File: config.mk
export PLATFORM = sky130hd
export DESIGN_NAME = max_heap_priority_queue
export DESIGN_NICKNAME = d
export VERILOG_FILES = /design/src/rtl/mhpq_pkg.sv /design/src/rtl/mhpq_ram.sv /design/src/rtl/mhpq_ctrl.sv /design/src/rtl/mhpq_dp.sv /design/src/rtl/max_heap_priority_queue.sv
export SDC_FILE = /design/constraint.sdc
export NUM_CORES = 2
export LEC_CHECK = 0
export ABC_AREA = 1
export ABC_CLOCK_PERIOD_IN_PS = 9100
export BUFFER_PORTS_ARGS = -buffer_cell sky130_fd_sc_hd__buf_2
export CAP_MARGIN = 15
export CORE_MARGIN = 1.5
export CORE_UTILIZATION = 48
export DETAILED_ROUTE_END_ITERATION = 7
export GPL_TIMING_DRIVEN = 0
export PLACE_DENSITY = 0.72
export SETUP_SLACK_MARGIN = 0.1
export SLEW_MARGIN = 20
export SYNTH_ARGS = -nofsm -noshare
export SYNTH_HDL_FRONTEND = slang
export SYNTH_SLANG_ARGS = --single-unit
File: constraint.sdc
create_clock -name clk_i -period 9.1 [get_ports clk_i]
set_input_delay 1.82 -clock clk_i [delete_from_list [all_inputs] [get_ports clk_i]]
set_output_delay 1.82 -clock clk_i [all_outputs]
set_load 0.02 [all_outputs]
File: src/rtl/mhpq_pkg.sv
// Types, codes and control structs for the max-heap priority queue.
// Used by the controller, the datapath and the top level; depends on nothing.
package mhpq_pkg;

  localparam int unsigned KeyWidth   = 32;
  localparam int unsigned CountWidth = 7;

  localparam logic OP_INSERT = 1'b0;
  localparam logic OP_REMOVE = 1'b1;

  typedef enum logic [1:0] {
    STAT_DONE  = 2'd0,
    STAT_FULL  = 2'd1,
    STAT_EMPTY = 2'd2
  } status_e;

  typedef struct packed {
    logic                        operation;
    logic signed [KeyWidth-1:0]  key_value;
  } req_t;

  typedef struct packed {
    logic signed [KeyWidth-1:0]  removed_key;
    logic signed [KeyWidth-1:0]  top_key;
    logic [CountWidth-1:0]       entry_count;
    logic [1:0]                  status;
  } res_t;

  typedef enum logic [2:0] {
    ST_IDLE,
    ST_UP_CHK,
    ST_UP_CMP,
    ST_DN_LAST,
    ST_DN_CHK,
    ST_DN_L,
    ST_DN_R
  } state_e;

  typedef enum logic [2:0] {
    POS_HOLD,
    POS_SIZE,
    POS_ZERO,
    POS_PARENT,
    POS_LC,
    POS_RC
  } pos_op_e;

  typedef enum logic [1:0] {
    SZ_HOLD,
    SZ_INC,
    SZ_DEC
  } size_op_e;

  typedef enum logic [1:0] {
    RD_PARENT,
    RD_LAST,
    RD_LC,
    RD_RC
  } rd_sel_e;

  typedef enum logic [1:0] {
    WR_KEY,
    WR_RDATA,
    WR_BEST
  } wr_sel_e;

  typedef struct packed {
    logic     load_key;
    logic     load_last;
    logic     best_load;
    logic     rem_load;
    logic     rem_clr;
    pos_op_e  pos_op;
    size_op_e size_op;
    logic     rd_en;
    rd_sel_e  rd_sel;
    logic     wr_en;
    wr_sel_e  wr_sel;
    logic     strobe;
    status_e  status;
  } cmd_t;

  typedef struct packed {
    logic full;
    logic empty;
    logic size_one;
    logic pos_zero;
    logic lc_ge_size;
    logic rc_ge_size;
    logic rd_lt_k;
    logic rd_gt_k;
    logic rd_gt_best;
    logic best_gt_k;
  } sts_t;

endpackage

File: src/rtl/mhpq_ram.sv
// Generic simple dual-port RAM: one write port, one read port, registered read.
// Stand-alone; no package needed.
module mhpq_ram #(
  parameter int unsigned WIDTH = 32,
  parameter int unsigned DEPTH = 64
) (
  input  logic                     clk_i,
  input  logic                     we_i,
  input  logic [$clog2(DEPTH)-1:0] waddr_i,
  input  logic [WIDTH-1:0]         wdata_i,
  input  logic                     re_i,
  input  logic [$clog2(DEPTH)-1:0] raddr_i,
  output logic [WIDTH-1:0]         rdata_o
);

  logic [WIDTH-1:0] mem_q [DEPTH];
  logic [WIDTH-1:0] rdata_q;

  always_ff @(posedge clk_i) begin
    if (we_i) begin
      mem_q[waddr_i] <= wdata_i;
    end
    if (re_i) begin
      rdata_q <= mem_q[raddr_i];
    end
  end

  assign rdata_o = rdata_q;

endmodule

File: src/rtl/mhpq_ctrl.sv
// Controller of the heap queue: sequences sift-up and sift-down steps.
// Uses mhpq_pkg for state, command and status types.
module mhpq_ctrl (
  input  logic          clk_i,
  input  logic          rst_ni,
  input  logic          start_i,
  input  logic          op_i,
  input  mhpq_pkg::sts_t sts_i,
  output logic          busy_o,
  output mhpq_pkg::cmd_t cmd_o
);

  mhpq_pkg::state_e state_q, state_d;

  always_ff @(posedge clk_i or negedge rst_ni) begin
    if (!rst_ni) begin
      state_q <= mhpq_pkg::ST_IDLE;
    end else begin
      state_q <= state_d;
    end
  end

  always_comb begin
    state_d         = state_q;
    cmd_o.load_key  = 1'b0;
    cmd_o.load_last = 1'b0;
    cmd_o.best_load = 1'b0;
    cmd_o.rem_load  = 1'b0;
    cmd_o.rem_clr   = 1'b0;
    cmd_o.pos_op    = mhpq_pkg::POS_HOLD;
    cmd_o.size_op   = mhpq_pkg::SZ_HOLD;
    cmd_o.rd_en     = 1'b0;
    cmd_o.rd_sel    = mhpq_pkg::RD_PARENT;
    cmd_o.wr_en     = 1'b0;
    cmd_o.wr_sel    = mhpq_pkg::WR_KEY;
    cmd_o.strobe    = 1'b0;
    cmd_o.status    = mhpq_pkg::STAT_DONE;
    busy_o          = (state_q != mhpq_pkg::ST_IDLE);

    unique case (state_q)
      mhpq_pkg::ST_IDLE: begin
        if (start_i) begin
          if (op_i == mhpq_pkg::OP_INSERT) begin
            cmd_o.rem_clr = 1'b1;
            if (sts_i.full) begin
              cmd_o.strobe = 1'b1;
              cmd_o.status = mhpq_pkg::STAT_FULL;
            end else begin
              cmd_o.load_key = 1'b1;
              cmd_o.pos_op   = mhpq_pkg::POS_SIZE;
              cmd_o.size_op  = mhpq_pkg::SZ_INC;
              state_d        = mhpq_pkg::ST_UP_CHK;
            end
          end else if (sts_i.empty) begin
            cmd_o.rem_clr = 1'b1;
            cmd_o.strobe  = 1'b1;
            cmd_o.status  = mhpq_pkg::STAT_EMPTY;
          end else begin
            cmd_o.rem_load = 1'b1;
            cmd_o.size_op  = mhpq_pkg::SZ_DEC;
            if (sts_i.size_one) begin
              cmd_o.strobe = 1'b1;
            end else begin
              // fetch the last entry; it becomes the key to sift down
              cmd_o.rd_en  = 1'b1;
              cmd_o.rd_sel = mhpq_pkg::RD_LAST;
              state_d      = mhpq_pkg::ST_DN_LAST;
            end
          end
        end
      end
      mhpq_pkg::ST_UP_CHK: begin
        if (sts_i.pos_zero) begin
          cmd_o.wr_en  = 1'b1;
          cmd_o.strobe = 1'b1;
          state_d      = mhpq_pkg::ST_IDLE;
        end else begin
          cmd_o.rd_en  = 1'b1;
          cmd_o.rd_sel = mhpq_pkg::RD_PARENT;
          state_d      = mhpq_pkg::ST_UP_CMP;
        end
      end
      mhpq_pkg::ST_UP_CMP: begin
        cmd_o.wr_en = 1'b1;
        if (sts_i.rd_lt_k) begin
          // move the parent down into the hole
          cmd_o.wr_sel = mhpq_pkg::WR_RDATA;
          cmd_o.pos_op = mhpq_pkg::POS_PARENT;
          state_d      = mhpq_pkg::ST_UP_CHK;
        end else begin
          cmd_o.strobe = 1'b1;
          state_d      = mhpq_pkg::ST_IDLE;
        end
      end
      mhpq_pkg::ST_DN_LAST: begin
        cmd_o.load_last = 1'b1;
        cmd_o.pos_op    = mhpq_pkg::POS_ZERO;
        state_d         = mhpq_pkg::ST_DN_CHK;
      end
      mhpq_pkg::ST_DN_CHK: begin
        if (sts_i.lc_ge_size) begin
          cmd_o.wr_en  = 1'b1;
          cmd_o.strobe = 1'b1;
          state_d      = mhpq_pkg::ST_IDLE;
        end else begin
          cmd_o.rd_en  = 1'b1;
          cmd_o.rd_sel = mhpq_pkg::RD_LC;
          state_d      = mhpq_pkg::ST_DN_L;
        end
      end
      mhpq_pkg::ST_DN_L: begin
        if (sts_i.rc_ge_size) begin
          cmd_o.wr_en = 1'b1;
          if (sts_i.rd_gt_k) begin
            cmd_o.wr_sel = mhpq_pkg::WR_RDATA;
            cmd_o.pos_op = mhpq_pkg::POS_LC;
            state_d      = mhpq_pkg::ST_DN_CHK;
          end else begin
            cmd_o.strobe = 1'b1;
            state_d      = mhpq_pkg::ST_IDLE;
          end
        end else begin
          // hold the left child, fetch the right one
          cmd_o.best_load = 1'b1;
          cmd_o.rd_en     = 1'b1;
          cmd_o.rd_sel    = mhpq_pkg::RD_RC;
          state_d         = mhpq_pkg::ST_DN_R;
        end
      end
      mhpq_pkg::ST_DN_R: begin
        cmd_o.wr_en = 1'b1;
        if (sts_i.rd_gt_best && sts_i.rd_gt_k) begin
          cmd_o.wr_sel = mhpq_pkg::WR_RDATA;
          cmd_o.pos_op = mhpq_pkg::POS_RC;
          state_d      = mhpq_pkg::ST_DN_CHK;
        end else if (!sts_i.rd_gt_best && sts_i.best_gt_k) begin
          // left child wins ties
          cmd_o.wr_sel = mhpq_pkg::WR_BEST;
          cmd_o.pos_op = mhpq_pkg::POS_LC;
          state_d      = mhpq_pkg::ST_DN_CHK;
        end else begin
          cmd_o.strobe = 1'b1;
          state_d      = mhpq_pkg::ST_IDLE;
        end
      end
      default: begin
        state_d = mhpq_pkg::ST_IDLE;
      end
    endcase
  end

endmodule

File: src/rtl/mhpq_dp.sv
// Datapath of the heap queue: key store, hole index, count, compares, result.
// Uses mhpq_pkg and instantiates mhpq_ram for the key store.
module mhpq_dp #(
  parameter int unsigned CAPACITY = 64
) (
  input  logic           clk_i,
  input  logic           rst_ni,
  input  mhpq_pkg::cmd_t cmd_i,
  input  mhpq_pkg::req_t req_i,
  output mhpq_pkg::sts_t sts_o,
  output logic           res_valid_o,
  output mhpq_pkg::res_t res_o
);

  localparam int unsigned AW = $clog2(CAPACITY);
  localparam int unsigned CW = $clog2(CAPACITY + 1);
  localparam int unsigned IW = AW + 2;
  localparam int unsigned KW = mhpq_pkg::KeyWidth;

  logic [CW-1:0]        size_q, size_d;
  logic [AW-1:0]        pos_q, pos_d;
  logic signed [KW-1:0] k_q, best_q, top_q, removed_q;
  logic                 done_q;
  logic [1:0]           stat_q;

  logic [AW-1:0]        parent_idx, last_idx, raddr;
  logic [IW-1:0]        lc_w, rc_w, size_w;
  logic [KW-1:0]        ram_rdata;
  logic signed [KW-1:0] rdata, wdata;

  assign lc_w       = {{(IW-AW-1){1'b0}}, pos_q, 1'b1};
  assign rc_w       = lc_w + IW'(1);
  assign size_w     = IW'(size_q);
  assign parent_idx = (pos_q - AW'(1)) >> 1;
  assign last_idx   = AW'(size_q - CW'(1));
  assign rdata      = ram_rdata;

  always_comb begin
    unique case (cmd_i.rd_sel)
      mhpq_pkg::RD_PARENT: raddr = parent_idx;
      mhpq_pkg::RD_LAST:   raddr = last_idx;
      mhpq_pkg::RD_LC:     raddr = lc_w[AW-1:0];
      mhpq_pkg::RD_RC:     raddr = rc_w[AW-1:0];
      default:             raddr = parent_idx;
    endcase
  end

  always_comb begin
    unique case (cmd_i.wr_sel)
      mhpq_pkg::WR_KEY:   wdata = k_q;
      mhpq_pkg::WR_RDATA: wdata = rdata;
      mhpq_pkg::WR_BEST:  wdata = best_q;
      default:            wdata = k_q;
    endcase
  end

  always_comb begin
    unique case (cmd_i.pos_op)
      mhpq_pkg::POS_HOLD:   pos_d = pos_q;
      mhpq_pkg::POS_SIZE:   pos_d = AW'(size_q);
      mhpq_pkg::POS_ZERO:   pos_d = '0;
      mhpq_pkg::POS_PARENT: pos_d = parent_idx;
      mhpq_pkg::POS_LC:     pos_d = lc_w[AW-1:0];
      mhpq_pkg::POS_RC:     pos_d = rc_w[AW-1:0];
      default:              pos_d = pos_q;
    endcase
  end

  always_comb begin
    unique case (cmd_i.size_op)
      mhpq_pkg::SZ_HOLD: size_d = size_q;
      mhpq_pkg::SZ_INC:  size_d = size_q + CW'(1);
      mhpq_pkg::SZ_DEC:  size_d = size_q - CW'(1);
      default:           size_d = size_q;
    endcase
  end

  mhpq_ram #(
    .WIDTH(KW),
    .DEPTH(CAPACITY)
  ) u_ram (
    .clk_i  (clk_i),
    .we_i   (cmd_i.wr_en),
    .waddr_i(pos_q),
    .wdata_i(wdata),
    .re_i   (cmd_i.rd_en),
    .raddr_i(raddr),
    .rdata_o(ram_rdata)
  );

  always_ff @(posedge clk_i or negedge rst_ni) begin
    if (!rst_ni) begin
      size_q <= '0;
      done_q <= 1'b0;
    end else begin
      size_q <= size_d;
      done_q <= cmd_i.strobe;
    end
  end

  always_ff @(posedge clk_i) begin
    pos_q <= pos_d;
    if (cmd_i.load_key) begin
      k_q <= req_i.key_value;
    end else if (cmd_i.load_last) begin
      k_q <= rdata;
    end
    if (cmd_i.best_load) begin
      best_q <= rdata;
    end
    // shadow the root so the top needs no extra read
    if (cmd_i.wr_en && (pos_q == '0)) begin
      top_q <= wdata;
    end
    if (cmd_i.rem_load) begin
      removed_q <= top_q;
    end else if (cmd_i.rem_clr) begin
      removed_q <= '0;
    end
    if (cmd_i.strobe) begin
      stat_q <= cmd_i.status;
    end
  end

  assign sts_o.full       = (size_q == CW'(CAPACITY));
  assign sts_o.empty      = (size_q == '0);
  assign sts_o.size_one   = (size_q == CW'(1));
  assign sts_o.pos_zero   = (pos_q == '0);
  assign sts_o.lc_ge_size = (lc_w >= size_w);
  assign sts_o.rc_ge_size = (rc_w >= size_w);
  assign sts_o.rd_lt_k    = (rdata < k_q);
  assign sts_o.rd_gt_k    = (rdata > k_q);
  assign sts_o.rd_gt_best = (rdata > best_q);
  assign sts_o.best_gt_k  = (best_q > k_q);

  assign res_valid_o       = done_q;
  assign res_o.removed_key = removed_q;
  assign res_o.top_key     = (size_q == '0) ? '0 : top_q;
  assign res_o.entry_count = mhpq_pkg::CountWidth'(size_q);
  assign res_o.status      = stat_q;

endmodule

File: src/rtl/max_heap_priority_queue.sv
// Max-heap priority queue of signed 32-bit keys, CAPACITY entries deep.
// Channels: a request (operation, key_value) is taken when start is high and
// busy is low. Insert appends the key and sifts it up; remove-max takes the
// root, moves the last entry to the root and sifts it down.
// One result per request appears on res_o for exactly one cycle, marked by
// res_valid_o: removed key, new top, entry count and status (full or empty
// requests are flagged and leave the heap untouched).
// Flagged requests and a remove that empties the heap go straight to the
// result. Insert reads one parent per level and moves it down while it is
// smaller than the key, stopping at the root or at a parent that is not. Remove
// fetches the last entry, then per level reads the left child and, if there is
// one, the right child, and moves the larger child up while it beats the key.
// The key RAM has one read port and a registered output, so each level needs
// one read per child and a compare on the returned data. busy stays high
// until the last write, and it drops as the result is shown; a new request may be
// taken in the cycle the result is shown. The receiver cannot stall and need not.
// Reset empties the heap at once (count cleared); no clearing pass is needed.
module max_heap_priority_queue #(
  parameter int unsigned CAPACITY = 64
) (
  input  logic           clk_i,
  input  logic           rst_ni,
  input  logic           start,
  output logic           busy,
  input  mhpq_pkg::req_t req_i,
  output logic           res_valid_o,
  output mhpq_pkg::res_t res_o
);

  mhpq_pkg::cmd_t cmd;
  mhpq_pkg::sts_t sts;

  mhpq_ctrl u_ctrl (
    .clk_i  (clk_i),
    .rst_ni (rst_ni),
    .start_i(start),
    .op_i   (req_i.operation),
    .sts_i  (sts),
    .busy_o (busy),
    .cmd_o  (cmd)
  );

  mhpq_dp #(
    .CAPACITY(CAPACITY)
  ) u_dp (
    .clk_i      (clk_i),
    .rst_ni     (rst_ni),
    .cmd_i      (cmd),
    .req_i      (req_i),
    .sts_o      (sts),
    .res_valid_o(res_valid_o),
    .res_o      (res_o)
  );

endmodule

==> run metrics <==
wire length per cell 28.9 um; Yosys cell types 42; setup ws final 2.28 ns; gate count of the mapped netlist 7,981; largest net degree at the start of global routing 34; nets 8,698; Root Buffer clkbuf_16; Port Buffers 110; Worst EP arrival 7.49 ns; worst-path maximum fanout 11; CP startpoint kind register; top_reg_cell synth edfxtp_1; DRT Pass-1 Iters 8; clock slew at reported path FFs 0.06 ns; chip width 446 um; CTS buffer count 217; outcome finished, final reports clean; sequential fraction of the synthesis area 0.708; first-pass GRT wire length 461 mm; global routing's busiest layer met2; Post-CTS Hold Buffers 0; Post-synth ARST share 0.00494; clk_lat worst skew 0.91 ns; top cells by area, synth edfxtp_1 (71%), nand3_1 (15%), nand2_1 (6.2%); Seq cells post-synth 2,227; Setup Fix Bufs, Post-CTS 0; Cell Rows 162; Resize count post-CTS 0; Crit. End Element register; core box area 195,000 sq um; CTS Sinks 2,227; via count 70,600; met2 Resource Use GR 0.494; share of cells above drive strength 1 0.149; final setup violation count 0; Iteration-0 DRC Markers 11,300; Final GP Congestion 1.03; Max Freq 147 MHz; initial antenna violation count 31; RSZ-0062 raised after global routing false; Vias/cell 6.21; cell with the most instances after synthesis nand3_1; Commonest cells post-synth nand3_1 (2,887), edfxtp_1 (2,216), nand2_1 (1,550); vias in the first global route 65,800; share of the synthesized area in the top cell type 0.705; Hold Path Class register to register; Yosys warnings 0; GR Layer Usage met1 0.424; I/O Pins 111; worst-margin pin slew 1.15 ns; Mapped Avg Cell Area 11.8 sq um; Synth Cell Area 94,300 sq um; DR DRC count 0; Max Clock Skew 0.0445 ns; Layout area overhead 16.8%; met3 Use GR 0.0843; final hold vios 0; WL final 329 mm; die area 199,000 sq um; CTS H-Tree Depth 4; CTS tree built; Final period util 0.749; WS Path Type register to register; Setup WS pre-CTS 2.81 ns; clock period minus worst slack 6.82 ns; Rel. slew slack 0.231; DP Wirelength 240 mm; GRT overflow 0; pins over their slew limit 0; initial core utilization 0.484; Max-Cap Viols 0; Post-Syn Nets 8,133; post-route ant nets 0; die height 446 um; EDFF count, synth 2,216; Req. time, crit path 9.77 ns; CTS max path bufs 3; GRT Resource Usage Total 0.326; Synth area leader edfxtp_1
[final timing paths]
check	startpoint	end	slack, ns	depth (start not counted)
min in group asynchronous	rst_ni	u_dp.size_q[0]$_DFFE_PN0P_	0.79	1
hold reg to reg	u_dp.u_ram.rdata_o[14]$_DFFE_PP_	u_dp.best_q[14]$_DFFE_PP_	0.54	0
hold / removal	u_dp.u_ram.rdata_o[14]$_DFFE_PP_	u_dp.best_q[14]$_DFFE_PP_	0.54	0
max in group asynchronous	rst_ni	u_ctrl.state_q[0]$_DFFE_PN0P_	8.09	1
setup / recovery	u_dp.pos_q[0]$_DFFE_PP_	u_dp.u_ram.rdata_o[4]$_DFFE_PP_	2.28	22
setup reg to reg	u_dp.pos_q[0]$_DFFE_PP_	u_dp.u_ram.rdata_o[4]$_DFFE_PP_	2.28	22
[logic make-up after synthesis]
kind of cell	Yosys count	synth area share
simple gates	4683	0.226
flops	2227	0.708
buf+inv	766	0.0380
compound gates	177	0.0108
fa+ha+maj	116	0.0154
xor+xnor	12	0.00111
[stage by stage]
step,hold slack (ns),cells,setup TNS [ns],cell area [sq um],utilization
3_5_place_dp,0.519,11000,0,103000,0.528
4_1_cts,0.545,11400,0,110000,0.565
3_3_place_gp,0.530,10700,-6151.36,98200,0.503
6_report,0.544,11400,0,110000,0.565
2_1_floorplan,0.450,7981,0,94300,-
5_1_grt,0.564,11400,0,110000,0.565
[layout make-up]
type                            instances  area [sq um]
Antenna cell                           17          42.5
Buffer                                572          2860
Clock buffer                          262          5640
Clock inverter                        143          1510
Fill cell                           15500         84800
Inverter                              194           728
Multi-Input combinational cell       4988         24700
Sequential cell                      2227         66800
Tap cell                             2624          3280
Timing Repair Buffer                  346          4640
[flip-flops by register name (all words and copies together) (netlist names)]
| signal | cells |
|---|---|
| u_dp.u_ram.mem_q | 2048 |
| u_dp.best_q | 32 |
| u_dp.k_q | 32 |
| u_dp.removed_q | 32 |
| u_dp.top_q | 32 |
| u_dp.u_ram.rdata_o | 32 |
| u_dp.size_q | 7 |
| u_dp.pos_q | 6 |
| u_ctrl.state_q | 3 |
| u_dp.stat_q | 2 |
| u_dp.res_valid_o | 1 |
[cells in the final DEF (no fill, tap or decap), types with 6 or more instances in the layout]
cell type,n
inv_2,8
clkinvlp_4,6
buf_4,35
diode_2,17
o211ai_1,7
nand2_2,6
o22ai_1,14
nand2_1,1547
nand4_1,28
clkbuf_16,219
buf_12,28
nor2_4,61
buf_6,89
bufinv_16,23
a21oi_1,73
nor3_1,11
dfrtp_1,11
xor2_1,9
clkinv_1,48
o21ai_0,31
o21ai_4,11
edfxtp_1,2216
buf_1,12
inv_1,184
clkbuf_1,86
a22oi_2,20
clkinv_2,47
nand3_2,7
nand3_1,2881
buf_2,605
buf_8,31
buf_16,71
nor2_1,126
ha_1,116
[worst max-delay path, cell delays in order (launching register included)]
cell      delay, ns
edfxtp_1       0.63
inv_2          0.26
nor3_1         0.33
inv_2          0.27
nor2_1         0.15
inv_1          0.14
a221oi_1       0.46
ha_1           0.34
nand2_1        0.08
nand2_1        0.06
nor2_2         0.21
nand3_4        0.21
o211ai_1       0.18
nand2_1        0.08
nand2_1        0.64
buf_2          0.69
buf_2          0.55
nand3_1        0.21
nand3_1        0.25
nand3_1        0.34
nand2_1        0.17
nand2_1        0.06
nand2_1        0.28
[layer usage]
metal	up-vias	wire length, um
met3	947	44500
met4	26	22400
met5	-	205
met2	5364	146000
li1	30300	-
met1	34000	116000
Power is not shown: default switching activity piles up to over one toggle a cycle in this logic, so the estimate is an artifact.
